===== config.mk =====
export PLATFORM = sky130hd
export DESIGN_NAME = ihpq_ctrl
export DESIGN_NICKNAME = d
export VERILOG_FILES = /design/src/ihpq_pkg.sv /design/src/ihpq_ctrl.sv
export SDC_FILE = /design/constraint.sdc
export NUM_CORES = 1
export LEC_CHECK = 0
export BUFFER_PORTS_ARGS = -buffer_cell sky130_fd_sc_hd__buf_4
export CAP_MARGIN = 30
export CORE_MARGIN = 3
export CORE_UTILIZATION = 45
export CTS_BUF_LIST = sky130_fd_sc_hd__clkbuf_8
export DETAILED_ROUTE_END_ITERATION = 10
export PLACE_DENSITY = 0.78
export SLEW_MARGIN = 20
export SYNTH_ARGS = -nofsm -noshare
export SYNTH_HDL_FRONTEND = slang
export SYNTH_SLANG_ARGS = --single-unit
export TNS_END_PERCENT = 50

===== constraint.sdc =====
create_clock -name clk -period 1.65 [get_ports clk]
set_input_delay 0 -clock clk [delete_from_list [all_inputs] [get_ports clk]]
set_output_delay 0 -clock clk [all_outputs]
set_load 0.01 [all_outputs]

===== src/ihpq_pkg.sv =====
// ----------------------------------------------------------------------------
// ihpq_pkg
// Shared types, sizes, codes and the priority compare for the indexed heap.
// ----------------------------------------------------------------------------
package ihpq_pkg;

  localparam int CAPACITY = 64;
  localparam int ID_SPACE = 256;
  localparam int ID_W     = 8;
  localparam int PRI_W    = 32;
  localparam int FUNC_W   = 3;
  localparam int CNT_W    = 7;
  localparam int SLOT_W   = $clog2(CAPACITY);
  localparam int MAP_W    = $clog2(ID_SPACE);

  typedef enum logic [FUNC_W-1:0] {
    FN_INSERT   = 3'd0,
    FN_EXTRACT  = 3'd1,
    FN_PEEK     = 3'd2,
    FN_CONTAINS = 3'd3,
    FN_UPDATE   = 3'd4
  } func_t;

  typedef enum logic [2:0] {
    ST_OK     = 3'd0,
    ST_FULL   = 3'd1,
    ST_RANGE  = 3'd2,
    ST_EMPTY  = 3'd3,
    ST_ABSENT = 3'd4
  } status_t;

  typedef struct packed {
    logic [ID_W-1:0]         id;
    logic signed [PRI_W-1:0] pri;
  } entry_t;

  // controller -> datapath
  typedef struct packed {
    logic    load;
    logic    set_status;
    status_t st_code;
    logic    set_present;
    logic    ins_new;
    logic    old_rd;
    logic    up_rd;
    logic    up_move;
    logic    place;
    logic    l_rd;
    logic    l_cmp;
    logic    r_rd;
    logic    r_cmp;
    logic    dn_move;
    logic    top_take;
    logic    extract;
    logic    last_take;
    logic    out_load;
  } cmd_t;

  // datapath -> controller
  typedef struct packed {
    logic full;
    logic empty;
    logic in_range;
    logic id_valid;
    logic mov_above;
    logic s_zero;
    logic l_ok;
    logic r_ok;
    logic best_child;
    logic count_one;
    logic out_free;
  } stat_t;

  // true when priority a belongs above priority b
  function automatic logic ranks_above(logic signed [PRI_W-1:0] a,
                                       logic signed [PRI_W-1:0] b,
                                       logic min_mode);
    logic r;
    r = min_mode ? (a < b) : (a > b);
    return r;
  endfunction

endpackage


===== src/ihpq_ctrl.sv =====
// ----------------------------------------------------------------------------
// ihpq_ctrl
// Operation sequencer: decodes the function, walks sift-up / sift-down.
// ----------------------------------------------------------------------------
module ihpq_ctrl (
  input  logic                          clk,
  input  logic                          rst,
  input  logic                          in_valid,
  input  logic [ihpq_pkg::FUNC_W-1:0]   func,
  input  ihpq_pkg::stat_t               st,
  output ihpq_pkg::cmd_t                cmd,
  output logic                          idle
);

  typedef enum logic [3:0] {
    S_IDLE, S_POS_WAIT, S_OLD_WAIT, S_UP_CHK, S_UP_CMP, S_PLACE,
    S_DN_L, S_DN_LW, S_DN_RW, S_DN_DEC, S_TOP_PK, S_TOP_EX,
    S_EX_LAST, S_FIN
  } state_t;

  state_t state;
  state_t state_next;

  assign idle = (state == S_IDLE);

  always_comb begin
    cmd        = '0;
    state_next = state;
    case (state)
      S_IDLE: begin
        if (in_valid) begin
          cmd.load   = 1'b1;
          state_next = S_FIN;
          case (func)
            ihpq_pkg::FN_INSERT: begin
              if (st.full) begin
                cmd.set_status = 1'b1;
                cmd.st_code    = ihpq_pkg::ST_FULL;
              end else if (!st.in_range) begin
                cmd.set_status = 1'b1;
                cmd.st_code    = ihpq_pkg::ST_RANGE;
              end else if (st.id_valid) begin
                state_next = S_POS_WAIT;
              end else begin
                cmd.ins_new = 1'b1;
                state_next  = S_UP_CHK;
              end
            end
            ihpq_pkg::FN_EXTRACT, ihpq_pkg::FN_PEEK: begin
              if (st.empty) begin
                cmd.set_status = 1'b1;
                cmd.st_code    = ihpq_pkg::ST_EMPTY;
              end else begin
                state_next = (func == ihpq_pkg::FN_PEEK) ? S_TOP_PK : S_TOP_EX;
              end
            end
            ihpq_pkg::FN_CONTAINS: begin
              if (!st.in_range) begin
                cmd.set_status = 1'b1;
                cmd.st_code    = ihpq_pkg::ST_RANGE;
              end else begin
                cmd.set_present = 1'b1;
              end
            end
            ihpq_pkg::FN_UPDATE: begin
              if (!st.in_range) begin
                cmd.set_status = 1'b1;
                cmd.st_code    = ihpq_pkg::ST_RANGE;
              end else if (!st.id_valid) begin
                cmd.set_status = 1'b1;
                cmd.st_code    = ihpq_pkg::ST_ABSENT;
              end else begin
                state_next = S_POS_WAIT;
              end
            end
            default: begin
              state_next = S_FIN;
            end
          endcase
        end
      end
      S_POS_WAIT: begin
        cmd.old_rd = 1'b1;
        state_next = S_OLD_WAIT;
      end
      S_OLD_WAIT: begin
        state_next = st.mov_above ? S_UP_CHK : S_DN_L;
      end
      S_UP_CHK: begin
        if (st.s_zero) begin
          state_next = S_PLACE;
        end else begin
          cmd.up_rd  = 1'b1;
          state_next = S_UP_CMP;
        end
      end
      S_UP_CMP: begin
        if (st.mov_above) begin
          cmd.up_move = 1'b1;
          state_next  = S_UP_CHK;
        end else begin
          state_next = S_PLACE;
        end
      end
      S_PLACE: begin
        cmd.place  = 1'b1;
        state_next = S_FIN;
      end
      S_DN_L: begin
        if (st.l_ok) begin
          cmd.l_rd   = 1'b1;
          state_next = S_DN_LW;
        end else begin
          state_next = S_PLACE;
        end
      end
      S_DN_LW: begin
        cmd.l_cmp = 1'b1;
        if (st.r_ok) begin
          cmd.r_rd   = 1'b1;
          state_next = S_DN_RW;
        end else begin
          state_next = S_DN_DEC;
        end
      end
      S_DN_RW: begin
        cmd.r_cmp  = 1'b1;
        state_next = S_DN_DEC;
      end
      S_DN_DEC: begin
        if (st.best_child) begin
          cmd.dn_move = 1'b1;
          state_next  = S_DN_L;
        end else begin
          state_next = S_PLACE;
        end
      end
      S_TOP_PK: begin
        cmd.top_take = 1'b1;
        state_next   = S_FIN;
      end
      S_TOP_EX: begin
        cmd.top_take = 1'b1;
        cmd.extract  = 1'b1;
        state_next   = st.count_one ? S_FIN : S_EX_LAST;
      end
      S_EX_LAST: begin
        cmd.last_take = 1'b1;
        state_next    = S_DN_L;
      end
      S_FIN: begin
        if (st.out_free) begin
          cmd.out_load = 1'b1;
          state_next   = S_IDLE;
        end
      end
      default: begin
        state_next = S_IDLE;
      end
    endcase
  end

  always_ff @(posedge clk) begin
    if (rst) begin
      state <= S_IDLE;
    end else begin
      state <= state_next;
    end
  end

endmodule


==> impl_metrics.tcl, run 1 <==
set metrics [dict create \
    status "complete, but fails checks" \
    violations "negative setup slack" \
    fin_ws_ps -163 \
    synth.top_cells.by_area "dfxtp_1, nor4b_1, nand2b_1, nor2_1, nand2_1" \
    placed_cells 159 \
    critPathLaunch "state[0]$_SDFFE_PP0P_" \
    grt_use_met3 0.0239 \
    synth_edf_count 0 \
    swShare 0.451 \
    drv_cap 0 \
    synth_top_area_cell "dfxtp_1" \
    reg_top3 "state x4" \
    crit_arrival_ps 1810 \
    dp_hpwl_um 1830 \
    wl_um 2480 \
    clockBufferDepth 2 \
    postRouteAntennaNets 0 \
    synthesis.area_um2 679 \
    report.final.slew_viol_count 0 \
    area_delta_synth_final_pct 59.7 \
    drive_gt1_frac 0.389 \
    synthCells 108 \
    finalHoldViolCount 0 \
    row_count 13 \
    fin_tns_setup_ps -608 \
    worst_pin_slew_ps 292 \
    regToRegSetupSlack_ps 70 \
    clock-root-buffer "clkbuf_8" \
    post_drt_wl_per_cell_um 15.1 \
    cts_buffers 3 \
    tritoncts "done" \
    rsz0062_at_grt "yes" \
    place.gp.congestion 0.883 \
    nets 168 \
    via_per_inst 6.01 \
    min_path_type "in -> reg" \
    async_flop_share 0 \
    dieHeight_um 44.9 \
    grt_pass1_wl_um 3950 \
    cts-htree-levels 1 \
    synth_commonest_cells "nor2_1, nand2_1, inv_1" \
    worstSetupEndpointType "output port" \
    cts.sink_count 4 \
    route.detailed.drc 0 \
    io_buffer_count 37 \
    final_util 0.804 \
    reg2reg_to "state[0]$_SDFFE_PP0P_" \
    cts.clk_slew.worst_paths_ps 30 \
    maxSlewHeadroom 0.803 \
    final_cell_count_no_fill 164 \
    regArea_um2 80.1 \
    dr.pass1.iters 4 \
    largest_reg_flops 4 \
    clkPwrFrac 0.155 \
    power_frac_comb 0.729 \
    coreArea_um2 1350 \
    p_int_uw 736 \
    initial_utilization 0.503 \
    drtIter0Drc 21 \
    synth.most_common_cell "nor2_1" \
    cellLeakagePower_nw 0.479 \
    multi_input_comb_area_um2 552 \
    dieWidth_um 44.9 \
    clkLatencyLatePin_ps 220 \
    fin_skew_ps 1.05 \
    finalCriticalPeriod_ps 1810 \
    grt_overflow 0 \
    switchingPower_uw 605 \
    die_area_um2 2010 \
    irDropWorstVdd_mv 0.707 \
    synth-seq-area-share 0.118 \
    synthDominantCellAreaShare 0.118 \
    setup.worst_path.class "reg -> out" \
    pre_cts_ws_ps 28.0 \
    regToRegStartpoint "state[1]$_SDFFE_PP0P_" \
    fmax_mhz 551 \
    syn_nets 125 \
    p_seq_frac 0.117 \
    regMostFlops "state" \
    use_met1 0.362 \
    setup_viol_count_final 6 \
    yosysUniqueCellTypes 36 \
    fill_cells 118 \
    io_pins 38 \
    antenna_found_initial 0 \
    busiest_layer "met2" \
    antennaDiodeCount 0 \
    power.density_nw_per_um2 1240 \
    grt_pass1_vias 860 \
    cp-endpoint "cmd[13]" \
    yosys_most_used_dff "dfxtp_1" \
    ys.warnings.count 0 \
    syn_area_per_cell_um2 6.29 \
    required_ps 1650 \
    critPathMaxFanout 3 \
    via_count 985 \
    timing.final.crit_share 1.10 \
    synth-seq-cells 4 \
    start_kind "register" \
    track_usage 0.260 \
    grt.met2_usage 0.424 \
    fin_total_pwr_mw 1.34 \
    grt_max_degree 21 \
    r2r_cells 5 \
]
-- final cells by class --
| cell class | count | area share |
|---|---|---|
| Multi-Input combinational cell | 88 | 0.509 |
| Clock buffer | 3 | 0.0381 |
| Inverter | 8 | 0.0323 |
| Tap cell | 15 | 0.0173 |
| Timing Repair Buffer | 46 | 0.330 |
| Sequential cell | 4 | 0.0738 |
-- placed cells by master (no fill, tap or decap), types with 2 or more instances in the layout --
cell type  Yosys  layout
buf_4          0      45
inv_1          7       7
nand2b_1       6       6
nor4bb_1       2       2
clkbuf_8       0       3
nand4_1        3       3
nand2_1        9       9
nor2b_1        2       2
nor2_1        10      10
nor4b_1        5       5
nor3_1         6       6
o22ai_1        3       3
or2_2          2       2
a31oi_1        4       4
nand3_1        5       5
o21ai_0        6       6
and2_1         2       2
dfxtp_1        4       4
a21oi_1        5       5
-- kinds of logic (layout without fill, tap and decap cells) --
kind of cell,Yosys count,after routing,share of synthesized area
simple gates,60,60,0.517
compound gates,27,27,0.258
buf+inv,16,57,0.0939
flops,4,4,0.118
xor+xnor,1,1,0.0129
-- worst min-delay path by stage --
| stage | startpoint | endpoint | slack (ps) | cells after the start |
|---|---|---|---|---|
| 2_1_floorplan | func[2] | cmd[13] | 30 | 1 |
| 3_3_place_gp | rst | state[3]$_SDFFE_PP0P_ | 230 | 2 |
| 3_5_place_dp | rst | state[3]$_SDFFE_PP0P_ | 230 | 2 |
| 4_1_cts | rst | state[3]$_SDFFE_PP0P_ | 5 | 2 |
| 5_1_grt | rst | state[3]$_SDFFE_PP0P_ | 10 | 2 |
| 6_report | rst | state[3]$_SDFFE_PP0P_ | 10 | 2 |
-- per-stage QoR --
stage	hold WS, ps	area (um^2)
6_report	9.79	1080
5_1_grt	14.8	1080
4_1_cts	4.56	1080
3_5_place_dp	229	1010
3_3_place_gp	228	1010
2_1_floorplan	33.2	679
-- worst max-delay path, cell delays in order (launching register included) --
cell and delay, ps:
dfxtp_1 300, or4_4 560, clkinv_4 70, nand3_2 70, or3_4 340, nor3_2 110
buf_4 140
-- what timing repair did --
action	in CTS	in global routing
hold buffers	0	0
pin swaps	1	1
resized for setup	4	0
setup buffers	2	0
endpoints found under the setup margin	6	6
-- layer usage --
metal,wire length (um),up-vias,share of wire
met1,1080,459,0.43
li1,-,489,-
met3,152,2,0.061
met2,1250,35,0.50
met4,10,0,0.0040
met5,0,-,0
-- power by group through the flow --
stage / clock, mW / sequential [mW] / combinational, mW
floorplan: 0 / 0.164 / 0.540
CTS: 0.209 / 0.158 / 0.951
global placement: 0 / 0.155 / 0.870
detailed placement: 0 / 0.158 / 0.884
finish: 0.207 / 0.157 / 0.977
global route: 0.214 / 0.160 / 1.05
Note: power is estimated with default switching activity, not from simulation.
==> run 2, diff against run 1 <==
CAP_MARGIN = 15   (was 30)
SETUP_SLACK_MARGIN = 0.1   (was not set)
==> impl_metrics.tcl, run 2 (synthesized netlist as in run 1, its figures left out) <==
set metrics [dict create \
    status "complete, but fails checks" \
    violations "negative setup slack" \
    grt_pass1_wl_um 4120 \
    area_delta_synth_final_pct 67.2 \
    grt_max_degree 21 \
    regMostFlops "state" \
    die_area_um2 2010 \
    rsz0062_at_grt "yes" \
    clkLatencyLatePin_ps 230 \
    dr_wl_met3_um 241 \
    track_usage 0.267 \
    cts-htree-levels 1 \
    fin_ws_ps -248 \
    setup.worst_path.class "reg -> out" \
    wl_met2_um 1490 \
    irDropWorstVdd_mv 0.644 \
    drtIter0Drc 98 \
    report.final.slew_viol_count 0 \
    clockBufferDepth 2 \
    dp_hpwl_um 1780 \
    finalCriticalPeriod_ps 1900 \
    tritoncts "done" \
    drv_cap 0 \
    cts_buffers 3 \
    hold_slack_ps 9.21 \
    antennaDiodeCount 0 \
    clock-root-buffer "clkbuf_8" \
    hold_buffers 0 \
    route.detailed.drc 0 \
    wl_um 2990 \
    required_ps 1650 \
    via_per_inst 6.45 \
    largest_reg_flops 4 \
    top_layer "met4" \
    pre_cts_ws_ps -7.64 \
    worstSetupEndpointType "output port" \
    start_kind "register" \
    min_path_type "in -> reg" \
    fill_cells 90 \
    finalHoldViolCount 0 \
    grt_overflow 0 \
    grt_pass1_vias 904 \
    coreArea_um2 1350 \
    postRouteAntennaNets 0 \
    worst_pin_slew_ps 337 \
    final_cell_mix "buf_4, nand2_1, nor2_1, inv_1" \
    cellLeakagePower_nw 0.489 \
    antenna_found_initial 0 \
    initial_utilization 0.503 \
    cts.clk_slew.worst_paths_ps 40 \
    layout_commonest_cell "buf_4" \
    fmax_mhz 527 \
    reg_top3 "state x4" \
    io_buffer_count 37 \
    drt-met1-wl_um 1160 \
    cts.sink_count 4 \
    dieHeight_um 44.9 \
    setup_viol_count_final 6 \
    power.density_nw_per_um2 1300 \
    row_count 13 \
    place.gp.congestion 0.851 \
    drive_gt1_frac 0.427 \
    timing.final.crit_share 1.15 \
    nets 169 \
    fin_skew_ps 2.16 \
    post_drt_wl_per_cell_um 18.1 \
    dieWidth_um 44.9 \
    maxSlewHeadroom 0.774 \
    io_pins 38 \
    via_count 1065 \
    critPathMaxFanout 4 \
    crit_arrival_ps 1900 \
    dr.pass1.iters 4 \
]
[run 2: metrics by stage]
stage	cells	util	cell area, um^2	TNS (ps)	power (mW)
floorplan	108	-	679	0	0.704
global placement	159	0.747	1010	0	1.02
detailed placement	159	0.747	1010	-7.64	1.04
CTS	164	0.808	1090	-663	1.32
global route	165	0.842	1140	-1460	1.55
finish	165	0.842	1140	-1130	1.48
[run 2: area by class of cell]
cell class              count  area (um^2)  area share
multi-input cells          88          591       0.520
repair buffers             47          369       0.325
clock buffers               3         41.3      0.0363
well taps                  15         18.8      0.0165
flip-flops and latches      4         81.3      0.0716
inverters                   8         35.0      0.0308
[run 2: per-layer routing]
| layer | track usage | up-vias |
|---|---|---|
| met5 | 0 | - |
| met2 | 0.470 | 65 |
| met1 | 0.350 | 499 |
| li1 | - | 486 |
| met3 | 0.0279 | 15 |
| met4 | 0.0526 | 0 |
[run 2: path summary, 6_finish.rpt]
check	startpoint	to	slack, ps	depth (start not counted)
hold / removal	rst	state[3]$_SDFFE_PP0P_	9	2
setup / recovery	state[1]$_SDFFE_PP0P_	cmd[13]	-250	6
setup reg to reg	state[3]$_SDFFE_PP0P_	state[2]$_SDFFE_PP0P_	30	5
hold reg to reg	state[0]$_SDFFE_PP0P_	state[0]$_SDFFE_PP0P_	700	2
[run 2: critical path, stage by stage (launching register included)]
cell	delay, ps
dfxtp_2	320
or4_4	570
clkinv_4	90
nand3_4	70
or3_4	360
nor3_2	110
buf_4	140
[run 2: what timing repair did]
action,in CTS,in global routing
hold endpoints to repair,0,0
setup buffers,2,1
resized for setup,5,8
pin swaps,1,2
endpoints found under the setup margin,6,10
[run 2: power breakdown]
group / switching, mW / leakage, nW / internal [mW] / total (mW)
Clock: 0.0729 / 0.0216 / 0.158 / 0.230
Sequential: 0.0276 / 0.0335 / 0.136 / 0.163
Combinational: 0.601 / 0.434 / 0.483 / 1.08
Total: 0.702 / 0.489 / 0.776 / 1.48
